===== src/hdl/sfms_pkg.sv =====
`default_nettype none

package sfms_pkg;

    localparam logic signed [31:0] POS_MAX = 32'sh7FFF_FFFF;
    localparam logic signed [31:0] NEG_MIN = 32'sh8000_0000;

    localparam logic [3:0] CMD_OBS_LABEL  = 4'd0;
    localparam logic [3:0] CMD_OBS_FEAT   = 4'd1;
    localparam logic [3:0] CMD_OBS_END    = 4'd2;
    localparam logic [3:0] CMD_SCL_LABEL  = 4'd3;
    localparam logic [3:0] CMD_SCL_FEAT   = 4'd4;
    localparam logic [3:0] CMD_SCL_END    = 4'd5;
    localparam logic [3:0] CMD_LOAD_FEAT  = 4'd6;
    localparam logic [3:0] CMD_LOAD_LABEL = 4'd7;
    localparam logic [3:0] CMD_CLEAR      = 4'd8;

    localparam logic [2:0] REG_RANGE_LOWER = 3'd0;
    localparam logic [2:0] REG_RANGE_UPPER = 3'd1;
    localparam logic [2:0] REG_LABEL_LOWER = 3'd2;
    localparam logic [2:0] REG_LABEL_UPPER = 3'd3;
    localparam logic [2:0] REG_LABEL_SCALE = 3'd4;
    localparam logic [2:0] REG_FEAT_IN_USE = 3'd5;

    localparam logic [1:0] KIND_FEATURE = 2'd0;
    localparam logic [1:0] KIND_LABEL   = 2'd1;
    localparam logic [1:0] KIND_ROW_END = 2'd2;

    typedef enum logic [3:0] {
        OP_OBS_LABEL,
        OP_OBS_FEAT,
        OP_OBS_END,
        OP_SCL_LABEL,
        OP_SCL_FEAT,
        OP_SCL_END,
        OP_LOAD_FEAT,
        OP_LOAD_LABEL,
        OP_CLEAR
    } op_t;

    typedef struct packed {
        op_t                op;
        logic [5:0]         idx;
        logic signed [31:0] val;
        logic signed [31:0] vmax;
    } entry_t;

    typedef struct packed {
        logic signed [31:0] range_lower;
        logic signed [31:0] range_upper;
        logic signed [31:0] label_lower;
        logic signed [31:0] label_upper;
        logic               label_scaling_on;
        logic [5:0]         limit;
    } cfg_t;

endpackage

`default_nettype wire


===== src/hdl/sfms_if.sv =====
`default_nettype none

interface sfms_in_if;
    logic               valid;
    logic               ready;
    logic [3:0]         command;
    logic [5:0]         feature_index;
    logic signed [31:0] sample_value;
    logic signed [31:0] range_max;

    modport source (output valid, command, feature_index, sample_value, range_max,
                    input ready);
    modport sink (input valid, command, feature_index, sample_value, range_max,
                  output ready);
endinterface


`default_nettype wire


===== src/hdl/sfms_front.sv =====
`default_nettype none

module sfms_front
    import sfms_pkg::*;
#(
    parameter int MAX_FEATURES = 63
)
(
    input  wire logic        clk,
    input  wire logic        rst_n,
    input  wire logic        cfg_we,
    input  wire logic [2:0]  cfg_index,
    input  wire logic [31:0] cfg_data,
    sfms_in_if.sink          sample_ch,
    input  wire logic        q_full,
    output logic             q_push,
    output entry_t           q_entry,
    output cfg_t             cfg
);

    localparam logic [5:0] MAXF = 6'(MAX_FEATURES);

    logic signed [31:0] range_lower_reg;
    logic signed [31:0] range_upper_reg;
    logic signed [31:0] label_lower_reg;
    logic signed [31:0] label_upper_reg;
    logic               label_scale_reg;
    logic [5:0]         feat_in_use_reg;
    logic [5:0]         limit;
    logic               k_ok;
    logic               keep;

    always_ff @(posedge clk or negedge rst_n)
    begin
        if (!rst_n)
        begin
            range_lower_reg <= 32'sd0;
            range_upper_reg <= 32'sd65536;
            label_lower_reg <= 32'sd0;
            label_upper_reg <= 32'sd65536;
            label_scale_reg <= 1'b0;
            feat_in_use_reg <= 6'd63;
        end
        else if (cfg_we)
        begin
            case (cfg_index)
                REG_RANGE_LOWER: range_lower_reg <= cfg_data;
                REG_RANGE_UPPER: range_upper_reg <= cfg_data;
                REG_LABEL_LOWER: label_lower_reg <= cfg_data;
                REG_LABEL_UPPER: label_upper_reg <= cfg_data;
                REG_LABEL_SCALE: label_scale_reg <= cfg_data[0];
                REG_FEAT_IN_USE: feat_in_use_reg <= cfg_data[5:0];
                default: ;
            endcase
        end
    end

    assign limit = (feat_in_use_reg < MAXF) ? feat_in_use_reg : MAXF;
    assign k_ok  = (sample_ch.feature_index != 6'd0) && (sample_ch.feature_index <= limit);

    always_comb
    begin
        keep       = 1'b1;
        q_entry.op = OP_CLEAR;
        case (sample_ch.command)
            CMD_OBS_LABEL:  q_entry.op = OP_OBS_LABEL;
            CMD_OBS_FEAT:
            begin
                q_entry.op = OP_OBS_FEAT;
                keep       = k_ok;
            end
            CMD_OBS_END:    q_entry.op = OP_OBS_END;
            CMD_SCL_LABEL:  q_entry.op = OP_SCL_LABEL;
            CMD_SCL_FEAT:
            begin
                q_entry.op = OP_SCL_FEAT;
                keep       = k_ok;
            end
            CMD_SCL_END:    q_entry.op = OP_SCL_END;
            CMD_LOAD_FEAT:
            begin
                q_entry.op = OP_LOAD_FEAT;
                keep       = k_ok;
            end
            CMD_LOAD_LABEL: q_entry.op = OP_LOAD_LABEL;
            CMD_CLEAR:      q_entry.op = OP_CLEAR;
            default:        keep = 1'b0;
        endcase
    end

    assign q_entry.idx  = sample_ch.feature_index;
    assign q_entry.val  = sample_ch.sample_value;
    assign q_entry.vmax = sample_ch.range_max;

    assign sample_ch.ready = !q_full;
    assign q_push          = sample_ch.valid && !q_full && keep;

    assign cfg.range_lower      = range_lower_reg;
    assign cfg.range_upper      = range_upper_reg;
    assign cfg.label_lower      = label_lower_reg;
    assign cfg.label_upper      = label_upper_reg;
    assign cfg.label_scaling_on = label_scale_reg;
    assign cfg.limit            = limit;

endmodule

`default_nettype wire


===== src/flat_wrapper.sv =====
// flat-port wrapper written by rule: the top's interface ports become plain ports
module sfms_front_flat import sfms_pkg::*;
#(
    parameter int MAX_FEATURES = 63
)
  (clk, rst_n, cfg_we, cfg_index, cfg_data, q_full, q_push, q_entry, cfg, sample_ch_valid, sample_ch_command, sample_ch_feature_index, sample_ch_sample_value, sample_ch_range_max, sample_ch_ready);
  sfms_in_if sample_ch_i ();
  input  wire logic clk;
  input  wire logic rst_n;
  input  wire logic cfg_we;
  input  wire logic [2:0] cfg_index;
  input  wire logic [31:0] cfg_data;
  input  wire logic q_full;
  output logic q_push;
  output entry_t q_entry;
  output cfg_t cfg;
  input wire logic [$bits(sample_ch_i.valid)-1:0] sample_ch_valid;
  input wire logic [$bits(sample_ch_i.command)-1:0] sample_ch_command;
  input wire logic [$bits(sample_ch_i.feature_index)-1:0] sample_ch_feature_index;
  input wire logic [$bits(sample_ch_i.sample_value)-1:0] sample_ch_sample_value;
  input wire logic [$bits(sample_ch_i.range_max)-1:0] sample_ch_range_max;
  output wire logic [$bits(sample_ch_i.ready)-1:0] sample_ch_ready;
  assign sample_ch_i.valid = sample_ch_valid;
  assign sample_ch_i.command = sample_ch_command;
  assign sample_ch_i.feature_index = sample_ch_feature_index;
  assign sample_ch_i.sample_value = sample_ch_sample_value;
  assign sample_ch_i.range_max = sample_ch_range_max;
  assign sample_ch_ready = sample_ch_i.ready;
  sfms_front #(.MAX_FEATURES(MAX_FEATURES)) u_core (.clk(clk), .rst_n(rst_n), .cfg_we(cfg_we), .cfg_index(cfg_index), .cfg_data(cfg_data), .sample_ch(sample_ch_i), .q_full(q_full), .q_push(q_push), .q_entry(q_entry), .cfg(cfg));
endmodule

===== config.mk =====
export PLATFORM = sky130hd
export DESIGN_NAME = sfms_front_flat
export DESIGN_NICKNAME = d
export VERILOG_FILES = /design/src/hdl/sfms_pkg.sv /design/src/hdl/sfms_if.sv /design/src/hdl/sfms_front.sv /design/src/flat_wrapper.sv
export SDC_FILE = /design/constraint.sdc
export NUM_CORES = 1
export LEC_CHECK = 0
export ABC_AREA = 1
export BUFFER_PORTS_ARGS = -buffer_cell sky130_fd_sc_hd__buf_2
export CELL_PAD_IN_SITES_DETAIL_PLACEMENT = 0
export CELL_PAD_IN_SITES_GLOBAL_PLACEMENT = 1
export CORE_ASPECT_RATIO = 0.5
export CORE_MARGIN = 1
export CORE_UTILIZATION = 29
export DETAILED_ROUTE_END_ITERATION = 10
export PLACE_DENSITY_LB_ADDON = 0.1
export RECOVER_POWER = 100
export SYNTH_ARGS = -nofsm -noshare
export SYNTH_HDL_FRONTEND = slang
export SYNTH_SLANG_ARGS = --single-unit

===== constraint.sdc =====
create_clock -name clk -period 1.37 [get_ports clk]
set_input_delay 0.0685 -clock clk [delete_from_list [all_inputs] [get_ports clk]]
set_output_delay 0.0685 -clock clk [all_outputs]
set_load 0.005 [all_outputs]

* Yosys cells after proc, flatten, opt, wreduce, memory -nomap -nowiden *
Cells that the tools add are included.

word-level totals
  flip-flop bits (word level) = 135
  latch bits = 0
  memory bits (writable) = 0
  memory bits (read-only) = 0
  input port bits = 114
  output and inout bits = 211
  word-level logic and storage cells = 39
  memories kept = 0

cells by class
  $add $sub $neg = 0
  multiply operators = 0
  div/mod/pow operators = 0
  magnitude comparators = 2
  equality and inequality tests = 13
  shift operators = 0
  mux-type cells = 3
  bitwise operators = 0
  reductions and logical operators = 15

operators with widths
  operator                                              count
  one-hot mux 4 bit (8 select lines)                    1
  equality test 4 x 3 -> 1 bit (second input constant)  4
  AND reduction 2 bit                                   6
  equality test 4 x 2 -> 1 bit (second input constant)  2
  equality test 3 x 2 -> 1 bit (second input constant)  2
  equality test 3 bit (second input constant)           2
  <= comparator 6 bit                                   1
  < comparator 6 bit (second input constant)            1
  two-way mux 6 bit                                     1
  nonzero test 6 bit                                    1
  OR reduction 6 bit                                    1
  equality test 4 x 1 -> 1 bit (second input constant)  1
  equality test 4 bit (second input constant)           1
  zero test 4 bit                                       1
  equality test 3 x 1 -> 1 bit (second input constant)  1
  logical AND 1 bit                                     3
  zero test 3 bit                                       1
  OR reduction 3 bit                                    1
  one-hot mux 1 bit (2 select lines)                    1
  zero test 1 bit                                       1

* Depth between registers and ports, before layout *
  depth after elaboration = 6
  mapped depth = 10
  depth with buffers taken out = 10

* Worst setup path after synthesis *
OpenSTA, ideal clock, no wires.

  path kind = reg-to-output
  start point = register u_core.feat_in_use_reg[5]
  end point = output q_push
  arrival time = 1316 ps
  required time = 1302 ps
  setup slack = -15 ps
  cell stages (with the launch flop) = 9
  buffers on the path = 0
  cell sequence = dfstp_2 -> inv_1 -> ha_1 -> nand2_1 -> nor2_1 -> nand3_1 -> nand2_1 -> nand2_1 -> a21oi_1

on the way
  longest elaborated chain between the ends = 6

ends and longest elaborated chain
  what                                  RTL line            source
  from (decl)                           sfms_front.sv:28    logic [5:0] feat_in_use_reg;
  from (signal assigned)                sfms_front.sv:52    REG_FEAT_IN_USE: feat_in_use_reg <= cfg_data[5:0];
  < comparator 6 bit                    sfms_front.sv:58    assign limit = (feat_in_use_reg < MAXF) ? feat_in_use_reg : MAXF;
  two-way mux 6 bit *                   sfms_front.sv:58
  <= comparator 6 bit *                 sfms_front.sv:59    assign k_ok = (sample_ch.feature_index != 6'd0) && (sample_ch.feature_index <= limit);
  logical AND 1 bit *                   sfms_front.sv:59
  one-hot mux 1 bit (2 select lines) *  sfms_front.sv:65    case (sample_ch.command)
  logical AND 1 bit *                   sfms_front.sv:96    assign q_push = sample_ch.valid && !q_full && keep;
  to (decl)                             flat_wrapper.sv:14  output logic q_push;

Mark *: on every way between the ends. The rest lies on a longest branch, timed or not.

* Worst setup path in the final report *
Same ends and word-level chain as after synthesis.

==> metrics.md <==
| Metric | Value |
|---|---|
| CP Max Fanout | 2 |
| Ys flop type | dfrtp_1 |
| Largest net degree at the start of global routing | 65 |
| Synth warnings | 0 |
| Slowest cell on the critical path | dfstp_1 |
| Reg clk slew, reported paths | 60 ps |
| Internal | 8.22 mW |
| Post-synth top area cell | dfrtp_1 |
| Worst path most repeated cell | nand2_1 |
| Vias | 4376 |
| Post-synth top area share | 0.538 |
| Total GRT Usage | 0.163 |
| Switching Power | 3.37 mW |
| CTS tree | done |
| Clock skew | 0 ps |
| Slew headroom | 0.203 |
| Max-slew violations | 0 |
| Core Area | 19700 µm² |
| CTS buffer count | 17 |
| First-pass GRT wire length | 25600 µm |
| Drt wl/cell | 16.8 µm |
| Reg-to-reg setup timing slack | 500 ps |
| Crit path setup slack, layout | -526 ps |
| Gpl congestion | 0.745 |
| Total power after layout | 11.6 mW |
| Final Non-Filler Cells | 1034 |
| Highest Clock Rate | 527 MHz |
| Min Hold Slack | 11.6 ps |
| Diodes inserted | 0 |
| Mapped Cells | 598 |
| Design area | 7390 µm² |
| Worst Setup End Kind | output pin |
| CTS sink cnt | 135 |
| Most frequent cells in the layout | nand2_1 (144), dfrtp_1 (127), clkbuf_1 (106) |
| Setup bufs post-CTS | 0 |
| Area grow syn2layout | 25.1% |
| Hold Fails Final Rpt | 0 |
| Syn avg cell area | 9.88 µm² |
| Overflow after GRT | 0 |
| Dpl hpwl | 12800 µm |
| Max Cap Violations | 0 |
| Placed cells | 974 |
| CP Data Required Time | 1300 ps |
| Sequential area share after synthesis | 0.573 |
| IO buf count | 196 |
| Area contributors post-synth | dfrtp_1 (54%), nand2_1 (9.3%), buf_4 (9.1%), o21ai_1 (7.0%), o21ai_2 (4.2%) |
| Die area | 21000 µm² |
| Final setup TNS | -2470 ps |
| CTS max path bufs | 2 |
| # nets final | 875 |
| DRC errors left | 0 |
| Die Y-Extent | 103 µm |
| CP Class | flip-flop to output pin |
| Final Core Density | 0.375 |
| Fraction of registers with async set/reset | 1.00 |
| Flop pwr share | 0.446 |
| Minimum clock period | 1900 ps |
| Clock Latency Late Sink | 410 ps |
| Placed cell area | 6700 µm² |
| CP Launch Type | flip-flop |
| Vias/cell | 4.23 |
| Clk root buf | clkbuf_16 |
| CTS H-tree depth | 4 |
| Post-synthesis register bit count | 135 |
| Post-synth EDFFs | 0 |
| Die W | 204 µm |
| Vias in the first global route | 4161 |
| Initial DRC count | 161 |
| Switch share | 0.291 |
| Maximum VDD drop | 0.746 mV |
| Clock group share of total power | 0.371 |
| Final setup viols | 31 |
| Logic pwr share | 0.184 |
| Period utilization | 1.38 |
| Post-place setup slack | -171 ps |
| Leakage Power | 3.62 nW |
| Status | finished, violations left |
| CP Cell Sequence | inv_2 > ha_4 > nand2_2 > nor2_2 > nand3_1 > nand2_1 > nand2_1 > a21oi_2 > buf_2 |
| Post-synth cell types | 22 |
| Hold WC Path Type | input port to flip-flop |
| Pwr Density | 1570 nW/µm² |
| Most common cell after layout, fill and taps aside | nand2_1 |
| Post-Syn Nets | 718 |
| Std-Cell Rows | 36 |
| Initial core utilization | 0.300 |
| Worst path max stage delay | 540 ps |
| RSZ-0062 raised after global routing | true |
| Antenna-violating nets left | 0 |
| Post-Syn Area | 5910 µm² |
| Io pins | 325 |
| WL final | 17400 µm |
| Antenna violations before repair | 0 |
| Least-Margin Pin Slew | 1200 ps |
| Critical Path AT | 1830 ps |
| Layout cell share with drive strength beyond 1 | 0.238 |
| Drt first pass iters | 4 |
| Violated checks | negative setup slack |
==> synth_stat cells, types with 6 or more instances <==
library cell  count
nand2_1         146
dfrtp_1         127
o21ai_1          83
buf_4            72
inv_1            48
o21ai_2          28
o21ai_0          23
buf_2            12
buf_6            12
dfstp_2           8
clkbuf_1          7
nor2_1            7
ha_1              6
==> cell families (layout without fill, tap and decap cells) <==
family | Yosys count | in the layout | share of synthesized area
fa+ha+maj | 6 | 6 | 0.0127
flops | 135 | 135 | 0.573
simple gates | 164 | 164 | 0.116
compound gates | 141 | 141 | 0.138
buf+inv | 152 | 322 | 0.160
==> routing by layer <==
metal / track usage / wire length [µm] / up-vias
met2: 0.262 / 8340 / 158
met1: 0.200 / 7410 / 2065
met3: 0.0721 / 1570 / 6
met5: 0.00893 / 0 / -
met4: 0.0422 / 62 / 0
li1: - / - / 2147
==> power groups by stage <==
stage                     sequential, mW  clock (mW)  combinational, mW
after global placement              5.21           0               2.25
after CTS                           5.16        4.46               2.37
final                               5.17        4.30               2.13
after detailed placement            5.21           0               2.27
after global routing                5.27        4.65               2.46
after floorplan                     5.28           0               1.08
==> area by class of cell <==
class,instances,area (µm²)
sequential,135,3390
clock buffer,20,467
fill,2104,12300
clock inverter,12,93.8
timing repair buffer,241,1350
tap,266,333
multi-input combinational,311,1570
inverter,49,184
==> worst paths after layout <==
path                                                               end                                  start  cells after the start
min in group asynchronous       u_core.range_upper_reg[26]$_DFFE_PN0P_                                  rst_n                      2
worst max-delay path                                            q_push  u_core.feat_in_use_reg[5]$_DFFE_PN1P_                      9
max in group asynchronous       u_core.label_upper_reg[11]$_DFFE_PN0P_                                  rst_n                      3
worst min-delay path             u_core.range_upper_reg[3]$_DFFE_PN0P_                            cfg_data[3]                      3
worst max register to register   u_core.feat_in_use_reg[4]$_DFFE_PN1P_  u_core.feat_in_use_reg[4]$_DFFE_PN1P_                      3
worst min register to register   u_core.range_upper_reg[7]$_DFFE_PN0P_  u_core.range_upper_reg[7]$_DFFE_PN0P_                      2
==> critical path, delay by kind of cell (launching register included) <==
kind,cells,cell delay [ps]
AO/OA/AOI/OAI,1,100
buffers and inverters,2,170
AND/OR/NAND/NOR,5,340
flip-flops,1,540
adder cells (fa/ha/maj),1,260
==> repair_timing <==
action                                 4_1_cts  5_1_grt
hold buffers                                28        0
setup endpoints to repair                    1        1
resized for setup                            8        4
gates cloned                                 0        0
endpoints found under the hold margin      179        0
pin swaps                                   11        8
Note: power is estimated with default switching activity, not from simulation.
