--- config.mk ---
export PLATFORM = sky130hd
export DESIGN_NAME = sfms_queue
export DESIGN_NICKNAME = d
export VERILOG_FILES = /design/src/hdl/sfms_pkg.sv /design/src/hdl/sfms_queue.sv
export SDC_FILE = /design/constraint.sdc
export NUM_CORES = 1
export LEC_CHECK = 0
export BUFFER_PORTS_ARGS = -buffer_cell sky130_fd_sc_hd__buf_2
export CORE_ASPECT_RATIO = 0.5
export CORE_MARGIN = 4
export CORE_UTILIZATION = 47
export CTS_CLUSTER_DIAMETER = 50
export DETAILED_ROUTE_END_ITERATION = 10
export GPL_TIMING_DRIVEN = 0
export HOLD_SLACK_MARGIN = 0.02
export PLACE_DENSITY = 0.75
export SYNTH_ARGS = -nofsm -noshare
export SYNTH_HDL_FRONTEND = slang
export SYNTH_SLANG_ARGS = --single-unit
--- constraint.sdc ---
create_clock -name clk -period 4.16 [get_ports clk]
set_input_delay 0.208 -clock clk [delete_from_list [all_inputs] [get_ports clk]]
set_output_delay 0.208 -clock clk [all_outputs]
set_load 0.1 [all_outputs]
--- src/hdl/sfms_pkg.sv ---
`default_nettype none

package sfms_pkg;

    localparam logic signed [31:0] POS_MAX = 32'sh7FFF_FFFF;
    localparam logic signed [31:0] NEG_MIN = 32'sh8000_0000;

    localparam logic [3:0] CMD_OBS_LABEL  = 4'd0;
    localparam logic [3:0] CMD_OBS_FEAT   = 4'd1;
    localparam logic [3:0] CMD_OBS_END    = 4'd2;
    localparam logic [3:0] CMD_SCL_LABEL  = 4'd3;
    localparam logic [3:0] CMD_SCL_FEAT   = 4'd4;
    localparam logic [3:0] CMD_SCL_END    = 4'd5;
    localparam logic [3:0] CMD_LOAD_FEAT  = 4'd6;
    localparam logic [3:0] CMD_LOAD_LABEL = 4'd7;
    localparam logic [3:0] CMD_CLEAR      = 4'd8;

    localparam logic [2:0] REG_RANGE_LOWER = 3'd0;
    localparam logic [2:0] REG_RANGE_UPPER = 3'd1;
    localparam logic [2:0] REG_LABEL_LOWER = 3'd2;
    localparam logic [2:0] REG_LABEL_UPPER = 3'd3;
    localparam logic [2:0] REG_LABEL_SCALE = 3'd4;
    localparam logic [2:0] REG_FEAT_IN_USE = 3'd5;

    localparam logic [1:0] KIND_FEATURE = 2'd0;
    localparam logic [1:0] KIND_LABEL   = 2'd1;
    localparam logic [1:0] KIND_ROW_END = 2'd2;

    typedef enum logic [3:0] {
        OP_OBS_LABEL,
        OP_OBS_FEAT,
        OP_OBS_END,
        OP_SCL_LABEL,
        OP_SCL_FEAT,
        OP_SCL_END,
        OP_LOAD_FEAT,
        OP_LOAD_LABEL,
        OP_CLEAR
    } op_t;

    typedef struct packed {
        op_t                op;
        logic [5:0]         idx;
        logic signed [31:0] val;
        logic signed [31:0] vmax;
    } entry_t;

    typedef struct packed {
        logic signed [31:0] range_lower;
        logic signed [31:0] range_upper;
        logic signed [31:0] label_lower;
        logic signed [31:0] label_upper;
        logic               label_scaling_on;
        logic [5:0]         limit;
    } cfg_t;

endpackage

`default_nettype wire

--- src/hdl/sfms_queue.sv ---
`default_nettype none

module sfms_queue
    import sfms_pkg::*;
(
    input  wire logic clk,
    input  wire logic rst_n,
    input  wire logic push,
    input  entry_t    push_entry,
    output logic      full,
    input  wire logic pop,
    output logic      not_empty,
    output entry_t    head
);

    entry_t     slot_reg [0:1];
    logic       wptr_reg;
    logic       rptr_reg;
    logic [1:0] count_reg;

    always_ff @(posedge clk)
    begin
        if (push)
        begin
            slot_reg[wptr_reg] <= push_entry;
        end
    end

    always_ff @(posedge clk or negedge rst_n)
    begin
        if (!rst_n)
        begin
            wptr_reg  <= 1'b0;
            rptr_reg  <= 1'b0;
            count_reg <= 2'd0;
        end
        else
        begin
            if (push)
            begin
                wptr_reg <= !wptr_reg;
            end
            if (pop)
            begin
                rptr_reg <= !rptr_reg;
            end
            count_reg <= count_reg + 2'(push) - 2'(pop);
        end
    end

    assign full      = count_reg == 2'd2;
    assign not_empty = count_reg != 2'd0;
    assign head      = slot_reg[rptr_reg];

endmodule

`default_nettype wire

======== Yosys cells after proc, flatten, opt, wreduce, memory -nomap -nowiden ========
Memory sizes are Yosys's and may differ from the RTL's.
Index checks and enable logic that the tools add are counted.
operators by class
  add/subtract/negate cells ............... 2
  equal/unequal tests ..................... 1
  mux-type cells .......................... 2
  reduce and logical (&&, ||, !) cells .... 3
operator list
  cell                  count
  $add A2 B1 Y2         1
  $eq A2 B2 Y1 const B  1
  $logic_not A1 Y1      2
  $mux W1               2
  $reduce_bool A2 Y1    1
  $sub A2 B1 Y2         1
word-level totals
  register bits after elaboration ......... 4
  bits in writable memories ............... 148
  word-level logic and storage cells ...... 12
  memories kept ........................... 1
memory list
  name      words  width  rd ports  clocked after Yosys merged registers in  write ports  line              source
  slot_reg  2      74     1         0                                        1            sfms_queue.sv:16  entry_t slot_reg [0:1];

======== Longest topological paths before layout ========
Gate-level depths: netlist of run 1.
  depth in word-level cells ............... 2
  gate-level depth with buffers ........... 5
  depth with buffers taken out ............ 5

======== Worst setup path after synthesis of run 1 ========
Ideal clock, no wire load.
  path type ............................... register to register
  start ................................... reg wptr_reg
  end ..................................... mem slot_reg[0][0] (netlist name) (enable)
  library setup time ...................... 0.516 ns
  data arrival time ....................... 3.686 ns
  data required time ...................... 3.644 ns
  path slack .............................. -0.042 ns
  cell stages (with the launch flop) ...... 2
  period minus slack after synthesis ...... 4.202 ns
  cell sequence ........................... dfrtp_1 -> nor2b_1
RTL lines
  element                 line              source
  from (decl)             sfms_queue.sv:17  logic wptr_reg;
  from (signal assigned)  sfms_queue.sv:41  wptr_reg <= !wptr_reg;
  to (decl)               sfms_queue.sv:16
Straight into the memory's write port.

==> Flow_metrics.wiki, run 1 <==
{| class="wikitable"
! Metric !! Value
|-
| Achievable Freq || 0.5003 GHz
|-
| Most used cells in the layout excluding fill and tap cells || buf_2 (155), edfxtp_1 (148), dlygate4sd3_1 (76)
|-
| Number of vias per cell after detailed routing || 4.591
|-
| Overall routing resource usage || 0.1612
|-
| Final number of max-transition violations || 0
|-
| Number of nets in the synthesized netlist || 325
|-
| Flop and latch count out of synthesis || 152
|-
| Maximum net fanout on the critical path || 10
|-
| Data arrival at the endpoint of the critical path || 1.79 ns
|-
| Overflow after GRT || 0
|-
| Average cell area after synthesis || 23.44 sq um
|-
| Num CTS Buffers || 17
|-
| Clock tree from TritonCTS || done
|-
| Effective utilization at floorplan || 0.4835
|-
| Final setup violation count || 0
|-
| Nature of the critical path endpoint || primary output
|-
| Worst Hold Class || in -> reg
|-
| Flip-flop count of the largest register after layout || 148
|-
| Total Routed Length || 11130 um
|-
| Number of nets in the final layout || 576
|-
| CTS Root Cell || clkbuf_16
|-
| Transition at the pin with the smallest max-transition slack || 0.6535 ns
|-
| CP required || 3.95 ns
|-
| Drc violations || 0
|-
| Number of warnings printed during yosys synthesis || 0
|-
| 1st-iter DRT viols || 176
|-
| Critical path type || reg -> out
|-
| Cell area after technology mapping || 5742 sq um
|-
| Count of mapped cells out of synthesis || 245
|-
| Antenna Nets Post-Route || 0
|-
| I/O pin count || 154
|-
| Post-CTS Setup Repair Bufs || 0
|-
| Buffer depth of the longest clock path || 2
|-
| Pin count of the biggest net entering global routing || 66
|-
| Initial antenna violation count || 0
|-
| Via count of the first global-routing pass || 3464
|-
| Relative slew slack || 0.5634
|-
| Total core area || 11880 sq um
|-
| Core utilization of the finished layout || 0.6834
|-
| Clock H-tree levels || 4
|-
| Wire length of the first global-routing pass || 17350 um
|-
| Final total negative setup slack || 0 ns
|-
| Sequential cell area || 4544 sq um
|-
| RD Place Congestion || 0.6697
|-
| Hold violation total from the final report || 0
|-
| Die W || 164.3 um
|-
| HPWL after DPL || 6901 um
|-
| Multi-input gate area in the final layout || 1122 sq um
|-
| Time the worst path needs with I/O delays and setup || 1.999 ns
|-
| Library cells used by synthesis || 13
|-
| Worst-skew pair later-pin latency || 0.39 ns
|-
| Cell Rows || 28
|-
| Number of violations of the max-capacitance limit || 0
|-
| Share of post-route cells with drive strength above 1 || 0.5227
|-
| Cell Count, Final, Fillers Out || 672
|-
| Final critical-path share of the clock period || 0.4805
|-
| Wire length per cell after detailed routing || 16.56 um
|-
| Die Ht || 86.16 um
|-
| Area growth, synth to finish || 41.36%
|-
| Setup repair after global routing missed its margin || false
|-
| Number of antenna cells inserted || 0
|-
| Clock Sinks || 152
|-
| Number of port buffers || 153
|-
| Clock transition at path regs || 0.06 ns
|-
| Leading cell type in the layout, fill and taps excluded || buf_2
|-
| Final-layout fill cell count || 814
|-
| CP startpoint kind || register
|-
| Overall die area || 14160 sq um
|-
| Overall via count from detail_route || 3085
|-
| # placed instances || 566
|-
| Outcome || finished clean
|-
| Sequential share of the synthesized area || 0.7915
|-
| Post-Route Skew || 0.006433 ns
|-
| Detailed-routing iteration count for the pre-antenna-repair pass || 4
|}
-- worst paths after layout --
check	depth (start not counted)	slack, ns	startpoint	to
hold / removal	2	0.05	push	wptr_reg$_DFFE_PN0P_
max in group asynchronous	2	3.90	rst_n	rptr_reg$_DFFE_PN0P_
setup reg to reg	3	2.33	wptr_reg$_DFFE_PN0P_	slot_reg[0][60]$_DFFE_PP_
hold reg to reg	1	0.55	wptr_reg$_DFFE_PN0P_	wptr_reg$_DFFE_PN0P_
setup / recovery	4	2.16	rptr_reg$_DFFE_PN0P_	head[20]
min in group asynchronous	2	0.14	rst_n	count_reg[1]$_DFF_PN0_
-- cells by family (layout without fill, tap and decap cells) --
| kind of cell | count (synthesis) | in the layout | share of synthesized area |
|---|---|---|---|
| DFF | 152 | 152 | 0.7915 |
| muxes | 74 | 74 | 0.1778 |
| buffers and inverters | 10 | 272 | 0.01482 |
| and+or+nand+nor | 4 | 4 | 0.004359 |
| xor gates and xnor gates | 3 | 3 | 0.007191 |
| adders and majority gates | 2 | 2 | 0.004358 |
-- per-stage QoR --
| stage | hold slack (ns) | setup WS, ns | area [sq um] |
|---|---|---|---|
| final | 0.05368 | 2.161 | 8117 |
| after floorplan | -0.08759 | 1.395 | 5744 |
| after CTS | 0.04116 | 2.139 | 8117 |
| after global routing | 0.04984 | 2.085 | 8117 |
| after detailed placement | 0.01945 | 2.313 | 6792 |
| after global placement | 0.01850 | 0.3255 | 6716 |
-- cell type report --
class,instances,area share
clock buffers,18,0.05288
repair buffers,232,0.1964
inverters,2,0.0009249
clock inverters,12,0.01665
flip-flops and latches,152,0.5599
well taps,165,0.02544
plain buffers,8,0.009558
multi-input cells,83,0.1383
-- layer usage --
layer  GRT usage  vias up  routed length [um]
li1            -     1475                   -
met1      0.1755     1536                4269
met2      0.3173       65                6333
met3     0.03361        9                 421
met4     0.04642        0                 105
met5           0        -                   0
-- cell usage after synthesis (all sizes together) --
| library cell | n | area [sq um] |
|---|---|---|
| ha | 2 | 25.02 |
| buf | 8 | 77.57 |
| and2 | 1 | 6.260 |
| nor2b | 2 | 12.51 |
| or2 | 1 | 6.260 |
| inv | 2 | 7.510 |
| edfxtp | 148 | 4444 |
| xor3 | 1 | 23.77 |
| xor2 | 2 | 17.52 |
| dfrtp | 4 | 100.1 |
| mux2 | 74 | 1021 |
-- timing repair --
item	4_1_cts	5_1_grt
hold buffers	76	0
hold endpoints to repair	153	0
gates resized for setup	0	0
setup endpoints to repair	0	0
-- worst max-delay path: stages, from the launching register on --
cell and delay [ns]:
dfrtp_1 0.38, buf_6 0.19, buf_6 0.20, mux2_4 0.32
buf_2 0.30
Power of run 1 is not shown: default switching activity piles up to over one toggle a cycle in this logic, so the estimate is an artifact.
==> run 2: changes to the inputs <==
--- a/config.mk
+++ b/config.mk
@@ -5,15 +5,16 @@
 export SDC_FILE = /design/constraint.sdc
 export NUM_CORES = 1
 export LEC_CHECK = 0
+export ABC_AREA = 1
 export BUFFER_PORTS_ARGS = -buffer_cell sky130_fd_sc_hd__buf_2
 export CORE_ASPECT_RATIO = 0.5
 export CORE_MARGIN = 4
-export CORE_UTILIZATION = 47
+export CORE_UTILIZATION = 52
 export CTS_CLUSTER_DIAMETER = 50
 export DETAILED_ROUTE_END_ITERATION = 10
 export GPL_TIMING_DRIVEN = 0
 export HOLD_SLACK_MARGIN = 0.02
-export PLACE_DENSITY = 0.75
+export PLACE_DENSITY = 0.79
 export SYNTH_ARGS = -nofsm -noshare
 export SYNTH_HDL_FRONTEND = slang
 export SYNTH_SLANG_ARGS = --single-unit
==> constraint.sdc (replaced) <==
create_clock -name clk -period 1.9 [get_ports clk]
set_input_delay 0.095 -clock clk [delete_from_list [all_inputs] [get_ports clk]]
set_output_delay 0.095 -clock clk [all_outputs]
set_load 0.1 [all_outputs]
==> run 2 against run 1 <==
Net effect: count of clock-buffer cells in the layout fell by 1; synthesized cell count increased by 68%; highest routed layer unchanged; core utilization increased by 13 points; worst hold slack improved by 0.35 ns; global-route usage is 6.1 points higher; worst setup slack worse by 2.1 ns; clock skew down 0.00077 ns; largest cell class unchanged.
==> Flow_metrics.wiki, run 2 <==
{| class="wikitable"
! Metric !! Value
|-
| Number of nets in the final layout || 745 (+29%)
|-
| Drc violations || 0 (unchanged)
|-
| Worst Hold Depth || 2 (unchanged)
|-
| Transition at the pin with the smallest max-transition slack || 0.5013 ns (-0.1522 ns)
|-
| Wire length per cell after detailed routing || 17.72 um (+7.0%)
|-
| Post-CTS Setup Repair Bufs || 0 (unchanged)
|-
| Relative slew slack || 0.6681 (+0.1047)
|-
| Clock Sinks || 152 (unchanged)
|-
| Overall via count from detail_route || 4011 (+30%)
|-
| Area growth, synth to finish || 49.42%
|-
| Number of nets in the synthesized netlist || 491 (+51%)
|-
| Yosys top cell area share || 0.7826 (+0.008526)
|-
| Final total negative setup slack || 0 ns (unchanged)
|-
| Post-Route Skew || 0.005658 ns (-0.0007746 ns)
|-
| Overall die area || 12760 sq um (-9.9%)
|-
| CP startpoint kind || register
|-
| Worst Hold Class || in -> reg
|-
| Effective utilization at floorplan || 0.5456 (+0.06209)
|-
| Antenna Nets Post-Route || 0 (unchanged)
|-
| Time the worst path needs with I/O delays and setup || 1.875 ns
|-
| Total Routed Length || 14480 um (+30%)
|-
| Share of post-route cells with drive strength above 1 || 0.3516 (-0.1711)
|-
| Critical path type || reg -> out
|-
| Top post-synthesis cells by area || edfxtp_1 (78%), o21ai_0 (6.5%), inv_1 (5.4%)
|-
| 1st-iter DRT viols || 299 (+70%)
|-
| Overflow after GRT || 0 (unchanged)
|-
| Die W || 155.8 um (-5.2%)
|-
| Count of mapped cells out of synthesis || 411 (+68%)
|-
| HPWL after DPL || 7967 um (+15%)
|-
| Worst-skew pair later-pin latency || 0.40 ns (about the same)
|-
| Wire length of the first global-routing pass || 21330 um (+23%)
|-
| Total core area || 10410 sq um (-12%)
|-
| CP required || 1.80 ns (-2.15 ns)
|-
| Number of vias per cell after detailed routing || 4.909 (+6.9%)
|-
| Maximum net fanout on the critical path || 10 (unchanged)
|-
| Number of port buffers || 153 (unchanged)
|-
| Clock transition at path regs || 0.06 ns (about the same)
|-
| Achievable Freq || 0.5334 GHz
|-
| Final critical-path share of the clock period || 0.9867
|-
| Via count of the first global-routing pass || 4244 (+23%)
|-
| Clock H-tree levels || 4 (unchanged)
|-
| Flip-flop count of the largest register after layout || 148 (unchanged)
|-
| Leading cell type in the layout, fill and taps excluded || edfxtp_1
|-
| Hold violation total from the final report || 0 (unchanged)
|-
| Number of cells on the worst reg-to-reg path || 3 (unchanged)
|-
| Initial antenna violation count || 0 (unchanged)
|-
| Detailed-routing iteration count for the pre-antenna-repair pass || 5 (+1)
|-
| Pin count of the biggest net entering global routing || 34 (-48%)
|-
| Data arrival at the endpoint of the critical path || 1.78 ns (about the same)
|-
| CTS Root Cell || clkbuf_16
|-
| Final setup violation count || 0 (unchanged)
|-
| Dominant cell type by area after synthesis || edfxtp_1
|-
| Buffer depth of the longest clock path || 2 (unchanged)
|-
| Top cells by instance count after synthesis || edfxtp_1 (148), inv_1 (81), nand2_1 (81)
|-
| Final number of max-transition violations || 0 (unchanged)
|-
| Average cell area after synthesis || 13.82 sq um (-41%)
|-
| Die Ht || 81.90 um (-4.9%)
|-
| Outcome || finished clean
|-
| Number of warnings printed during yosys synthesis || 0 (unchanged)
|-
| Cell area after technology mapping || 5679 sq um (-1.1%)
|-
| Flop and latch count out of synthesis || 152 (unchanged)
|-
| Most used cells in the layout excluding fill and tap cells || edfxtp_1 (148), buf_2 (82), inv_1 (80), nand2_1 (80), dlygate4sd3_1 (78)
|-
| Synth Flop Type || edfxtp_1
|-
| Dominant cell by count in the synthesized netlist || edfxtp_1
|-
| Overall routing resource usage || 0.2225 (+0.06124)
|-
| Num CTS Buffers || 17 (unchanged)
|-
| Sequential share of the synthesized area || 0.8002 (+0.008718)
|-
| Cell Rows || 26 (-7.1%)
|-
| Number of antenna cells inserted || 0 (unchanged)
|-
| RD Place Congestion || 0.7330 (+9.5%)
|-
| Library cells used by synthesis || 12 (-1)
|-
| Share of flip-flops with an asynchronous set or reset after synthesis || 0.02632 (unchanged)
|-
| Number of violations of the max-capacitance limit || 0 (unchanged)
|-
| Nature of the critical path endpoint || primary output
|-
| Clock tree from TritonCTS || done
|-
| Number of enable-type register cells in the synthesized netlist || 148 (unchanged)
|-
| Core utilization of the finished layout || 0.8151 (+0.1317)
|-
| I/O pin count || 154 (unchanged)
|}
## run 2: cell count changes in the layout (fill, tap and decap cells not counted), moves of 3 or more
cell,change
buf_6,+7
clkinvlp_4,+4
o21ai_2,+32
inv_1,+78
buf_2,-73
clkinv_1,-3
buf_4,+71
nand2_1,+80
clkbuf_2,+3
mux2_2,-24
o21ai_1,+42
mux2_4,-50
## run 2: final cells by class
type / count / area [sq um]
fill: 528 / 1924
clock buffer: 17 / 425.4
multi-input combinational: 162 / 859.6
sequential: 152 / 4546
inverter: 81 / 307.8
clock inverter: 14 / 206.4
buffer: 16 / 112.6
timing repair buffer: 235 / 1853
tap: 140 / 175.2
## run 2: path summary, 6_finish.rpt
| kind | start | to | slack (ns) |
|---|---|---|---|
| worst max-delay path | rptr_reg$_DFFE_PN0P_ | head[60] | 0.03 |
| worst min-delay path | push_entry[73] | slot_reg[0][73]$_DFFE_PP_ | 0.40 |
| worst max register to register | wptr_reg$_DFFE_PN0P_ | slot_reg[0][48]$_DFFE_PP_ | 0.22 |
| worst min register to register | wptr_reg$_DFFE_PN0P_ | wptr_reg$_DFFE_PN0P_ | 0.56 |
| max in group asynchronous | rst_n | rptr_reg$_DFFE_PN0P_ | 1.12 |
| min in group asynchronous | rst_n | rptr_reg$_DFFE_PN0P_ | 0.59 |
## run 2: layer usage
metal / part of all wire / vias to the layer above / track usage
li1: - / 1899 / -
met4: 0.020 / 0 / 0.09520
met3: 0.050 / 27 / 0.04737
met5: 0 / - / 0
met1: 0.38 / 1933 / 0.2535
met2: 0.55 / 152 / 0.4142
## run 2: critical path, stage by stage, from the launching register on
cell     delay, ns
dfrtp_2       0.47
buf_6         0.17
buf_2         0.20
o21ai_1       0.20
buf_4         0.33
## run 2: cell families after synthesis
kind of cell | Yosys count | share of synthesized area
buffers and inverters | 97 | 0.07138
and+or+nand+nor | 84 | 0.05574
adders and majority gates | 2 | 0.004406
DFF | 152 | 0.8002
AOI/OAI and AO/OA | 74 | 0.06521
xor gates and xnor gates | 2 | 0.003085
## run 2: repair_timing
action,4_1_cts,5_1_grt
hold endpoints to repair,155,0
endpoints found under the setup margin,74,72
gates resized for setup,78,14
hold buffers,78,0
## run 2: metrics by stage
step	hold WS [ns]	instance area [sq um]	setup WS, ns	instances
2_1_floorplan	-0.2006	5809	-0.2779	411
3_3_place_gp	-0.09014	6750	-0.7126	704
3_5_place_dp	-0.08932	6830	0.2143	708
4_1_cts	0.3931	8436	0.004362	817
5_1_grt	0.4009	8486	-0.01731	817
6_report	0.4034	8486	0.02519	817
Power of run 2 is left out for the same reason.
==> run 3: changes to the inputs <==
--- a/config.mk
+++ b/config.mk
@@ -6,15 +6,16 @@
 export NUM_CORES = 1
 export LEC_CHECK = 0
 export ABC_AREA = 1
+export ABC_CLOCK_PERIOD_IN_PS = 1900
 export BUFFER_PORTS_ARGS = -buffer_cell sky130_fd_sc_hd__buf_2
 export CORE_ASPECT_RATIO = 0.5
 export CORE_MARGIN = 4
-export CORE_UTILIZATION = 52
+export CORE_UTILIZATION = 40
 export CTS_CLUSTER_DIAMETER = 50
 export DETAILED_ROUTE_END_ITERATION = 10
 export GPL_TIMING_DRIVEN = 0
 export HOLD_SLACK_MARGIN = 0.02
-export PLACE_DENSITY = 0.79
+export REMOVE_ABC_BUFFERS = 1
 export SYNTH_ARGS = -nofsm -noshare
 export SYNTH_HDL_FRONTEND = slang
 export SYNTH_SLANG_ARGS = --single-unit
==> run 3 against run 2 <==
Net effect: final cell count grew 5.6%; fmax grew 1.1%; design area increased by 3.3%; non-clock buffer count decreased by 8; worst setup slack gained 0.021 ns; sequential share of layout area is 1.7 points lower; global-route usage fell by 5.8 points; routed wire length is 4.7% lower; count of clock-buffer cells in the layout increased by 1; largest cell class unchanged.
==> Flow_metrics.wiki, run 3 (synthesized netlist as in run 2, its figures left out) <==
{| class="wikitable"
! Metric !! Value
|-
| Cell Rows || 30 (+15%)
|-
| Effective utilization at floorplan || 0.4134 (-0.1322)
|-
| Core utilization of the finished layout || 0.6378 (-0.1773)
|-
| Nature of the critical path endpoint || primary output
|-
| Worst Hold Class || in -> reg
|-
| Flip-flop count of the largest register after layout || 148 (unchanged)
|-
| Detailed-routing iteration count for the pre-antenna-repair pass || 4 (-1)
|-
| CTS Root Cell || clkbuf_16
|-
| Wire length per cell after detailed routing || 15.98 um (-9.8%)
|-
| Leading cell type in the layout, fill and taps excluded || edfxtp_1
|-
| RD Place Congestion || 0.6751 (-7.9%)
|-
| Final hold slack || 0.4054 ns (+0.002051 ns)
|-
| Outcome || finished clean
|-
| Final number of max-transition violations || 0 (unchanged)
|-
| Reg2reg start || wptr_reg$_DFFE_PN0P_
|-
| Initial antenna violation count || 0 (unchanged)
|-
| Share of post-route cells with drive strength above 1 || 0.3085 (-0.04306)
|-
| 1st-iter DRT viols || 185 (-38%)
|-
| Final setup violation count || 0 (unchanged)
|-
| Transition at the pin with the smallest max-transition slack || 0.7452 ns (+0.2438 ns)
|-
| Overflow after GRT || 0 (unchanged)
|-
| Post-Route Skew || 0.008332 ns (+0.002674 ns)
|-
| Number of nets in the final layout || 738 (-0.94%)
|-
| Final critical-path share of the clock period || 0.9759 (-0.01089)
|-
| Launching element of the worst setup path || rptr_reg$_DFFE_PN0P_
|-
| Number of port buffers || 153 (unchanged)
|-
| Number of antenna cells inserted || 0 (unchanged)
|-
| Clock Sinks || 152 (unchanged)
|-
| I/O pin count || 154 (unchanged)
|-
| Time the worst path needs with I/O delays and setup || 1.854 ns (-0.02068 ns)
|-
| Clock tree from TritonCTS || done
|-
| Total Routed Length || 13790 um (-4.7%)
|-
| Overall die area || 16280 sq um (+28%)
|-
| Most used cells in the layout excluding fill and tap cells || edfxtp_1 (148), nand2_1 (81), inv_1 (80)
|-
| Achievable Freq || 0.5393 GHz (+1.1%)
|-
| Area growth, synth to finish || 54.29%
|-
| Setup repair after global routing missed its margin || true
|-
| Num CTS Buffers || 17 (unchanged)
|-
| Overall routing resource usage || 0.1645 (-0.05799)
|-
| Die Ht || 92.26 um (+13%)
|-
| Antenna Nets Post-Route || 0 (unchanged)
|-
| CP startpoint kind || register
|-
| Relative slew slack || 0.5027 (-0.1654)
|-
| Drc violations || 0 (unchanged)
|-
| Critical path type || reg -> out
|-
| Clock H-tree levels || 4 (unchanged)
|-
| Overall via count from detail_route || 3881 (-3.2%)
|-
| Via count of the first global-routing pass || 4208 (-0.85%)
|-
| Maximum net fanout on the critical path || 23 (+13)
|-
| Die W || 176.5 um (+13%)
|-
| Number of violations of the max-capacitance limit || 0 (unchanged)
|-
| Clock transition at path regs || 0.06 ns (about the same)
|-
| Data arrival at the endpoint of the critical path || 1.76 ns (-0.02 ns)
|-
| Total core area || 13740 sq um (+32%)
|-
| HPWL after DPL || 7157 um (-10%)
|-
| Number of vias per cell after detailed routing || 4.497 (-8.4%)
|-
| CP required || 1.80 ns (about the same)
|-
| Startpoint of the worst hold path || push_entry[15]
|-
| Hold violation total from the final report || 0 (unchanged)
|-
| Wire length of the first global-routing pass || 20620 um (-3.3%)
|-
| Pin count of the biggest net entering global routing || 48 (+41%)
|-
| Worst-skew pair later-pin latency || 0.40 ns (about the same)
|-
| Buffer depth of the longest clock path || 2 (unchanged)
|}
==> run 3: worst paths after layout <==
kind                                        endpoint  slack, ns  cells after the start
min in group asynchronous       wptr_reg$_DFFE_PN0P_       0.61                      3
min                        slot_reg[0][15]$_DFFE_PP_       0.41                      2
max in group asynchronous       rptr_reg$_DFFE_PN0P_       1.08                      3
max reg2reg                 slot_reg[1][9]$_DFFE_PP_       0.18                      3
max                                          head[1]       0.05                      5
min reg2reg                   count_reg[1]$_DFF_PN0_       0.59                      3
==> run 3: area by class of cell <==
class	count	area, sq um
Clock inverter	14	222.7
Inverter	81	306.5
Timing Repair Buffer	243	2246
Multi-Input combinational cell	163	769.5
Clock buffer	18	429.2
Sequential cell	152	4548
Fill cell	1027	4976
Tap cell	192	240.2
==> run 3: what timing repair did <==
item | CTS | global route
hold buffers | 78 | 0
gates resized for setup | 115 | 96
endpoints found under the setup margin | 104 | 67
hold endpoints to repair | 155 | 0
pin swaps | 1 | 0
gates cloned | 2 | 2
setup buffers | 5 | 0
==> run 3: worst max-delay path, cell delays in order, from the launching register on <==
cell and delay (ns):
dfrtp_4 0.53, buf_12 0.17, clkbuf_16 0.21, nand2_1 0.06, o21ai_1 0.11, buf_6 0.25
==> run 3: stage by stage <==
stage / setup WS, ns / instances / TNS [ns] / instance area [sq um]
after floorplan: -2.369 / 395 / -359.84 / 5578
after global placement: -4.267 / 740 / -588.47 / 6584
after detailed placement: -0.05551 / 744 / -1.646 / 6685
after CTS: -0.04643 / 861 / -1.069 / 8554
after global routing: -0.05002 / 863 / -0.2263 / 8762
final: 0.04588 / 863 / 0 / 8762
==> run 3: per-layer routing <==
metal	share of wire	wire, um	vias up	track usage
met4	0.010	138	0	0.05663
li1	-	-	1876	-
met1	0.42	5755	1910	0.1883
met3	0.034	472	12	0.03377
met2	0.54	7424	83	0.3070
met5	0	0	-	0
Power of run 3 is left out for the same reason.
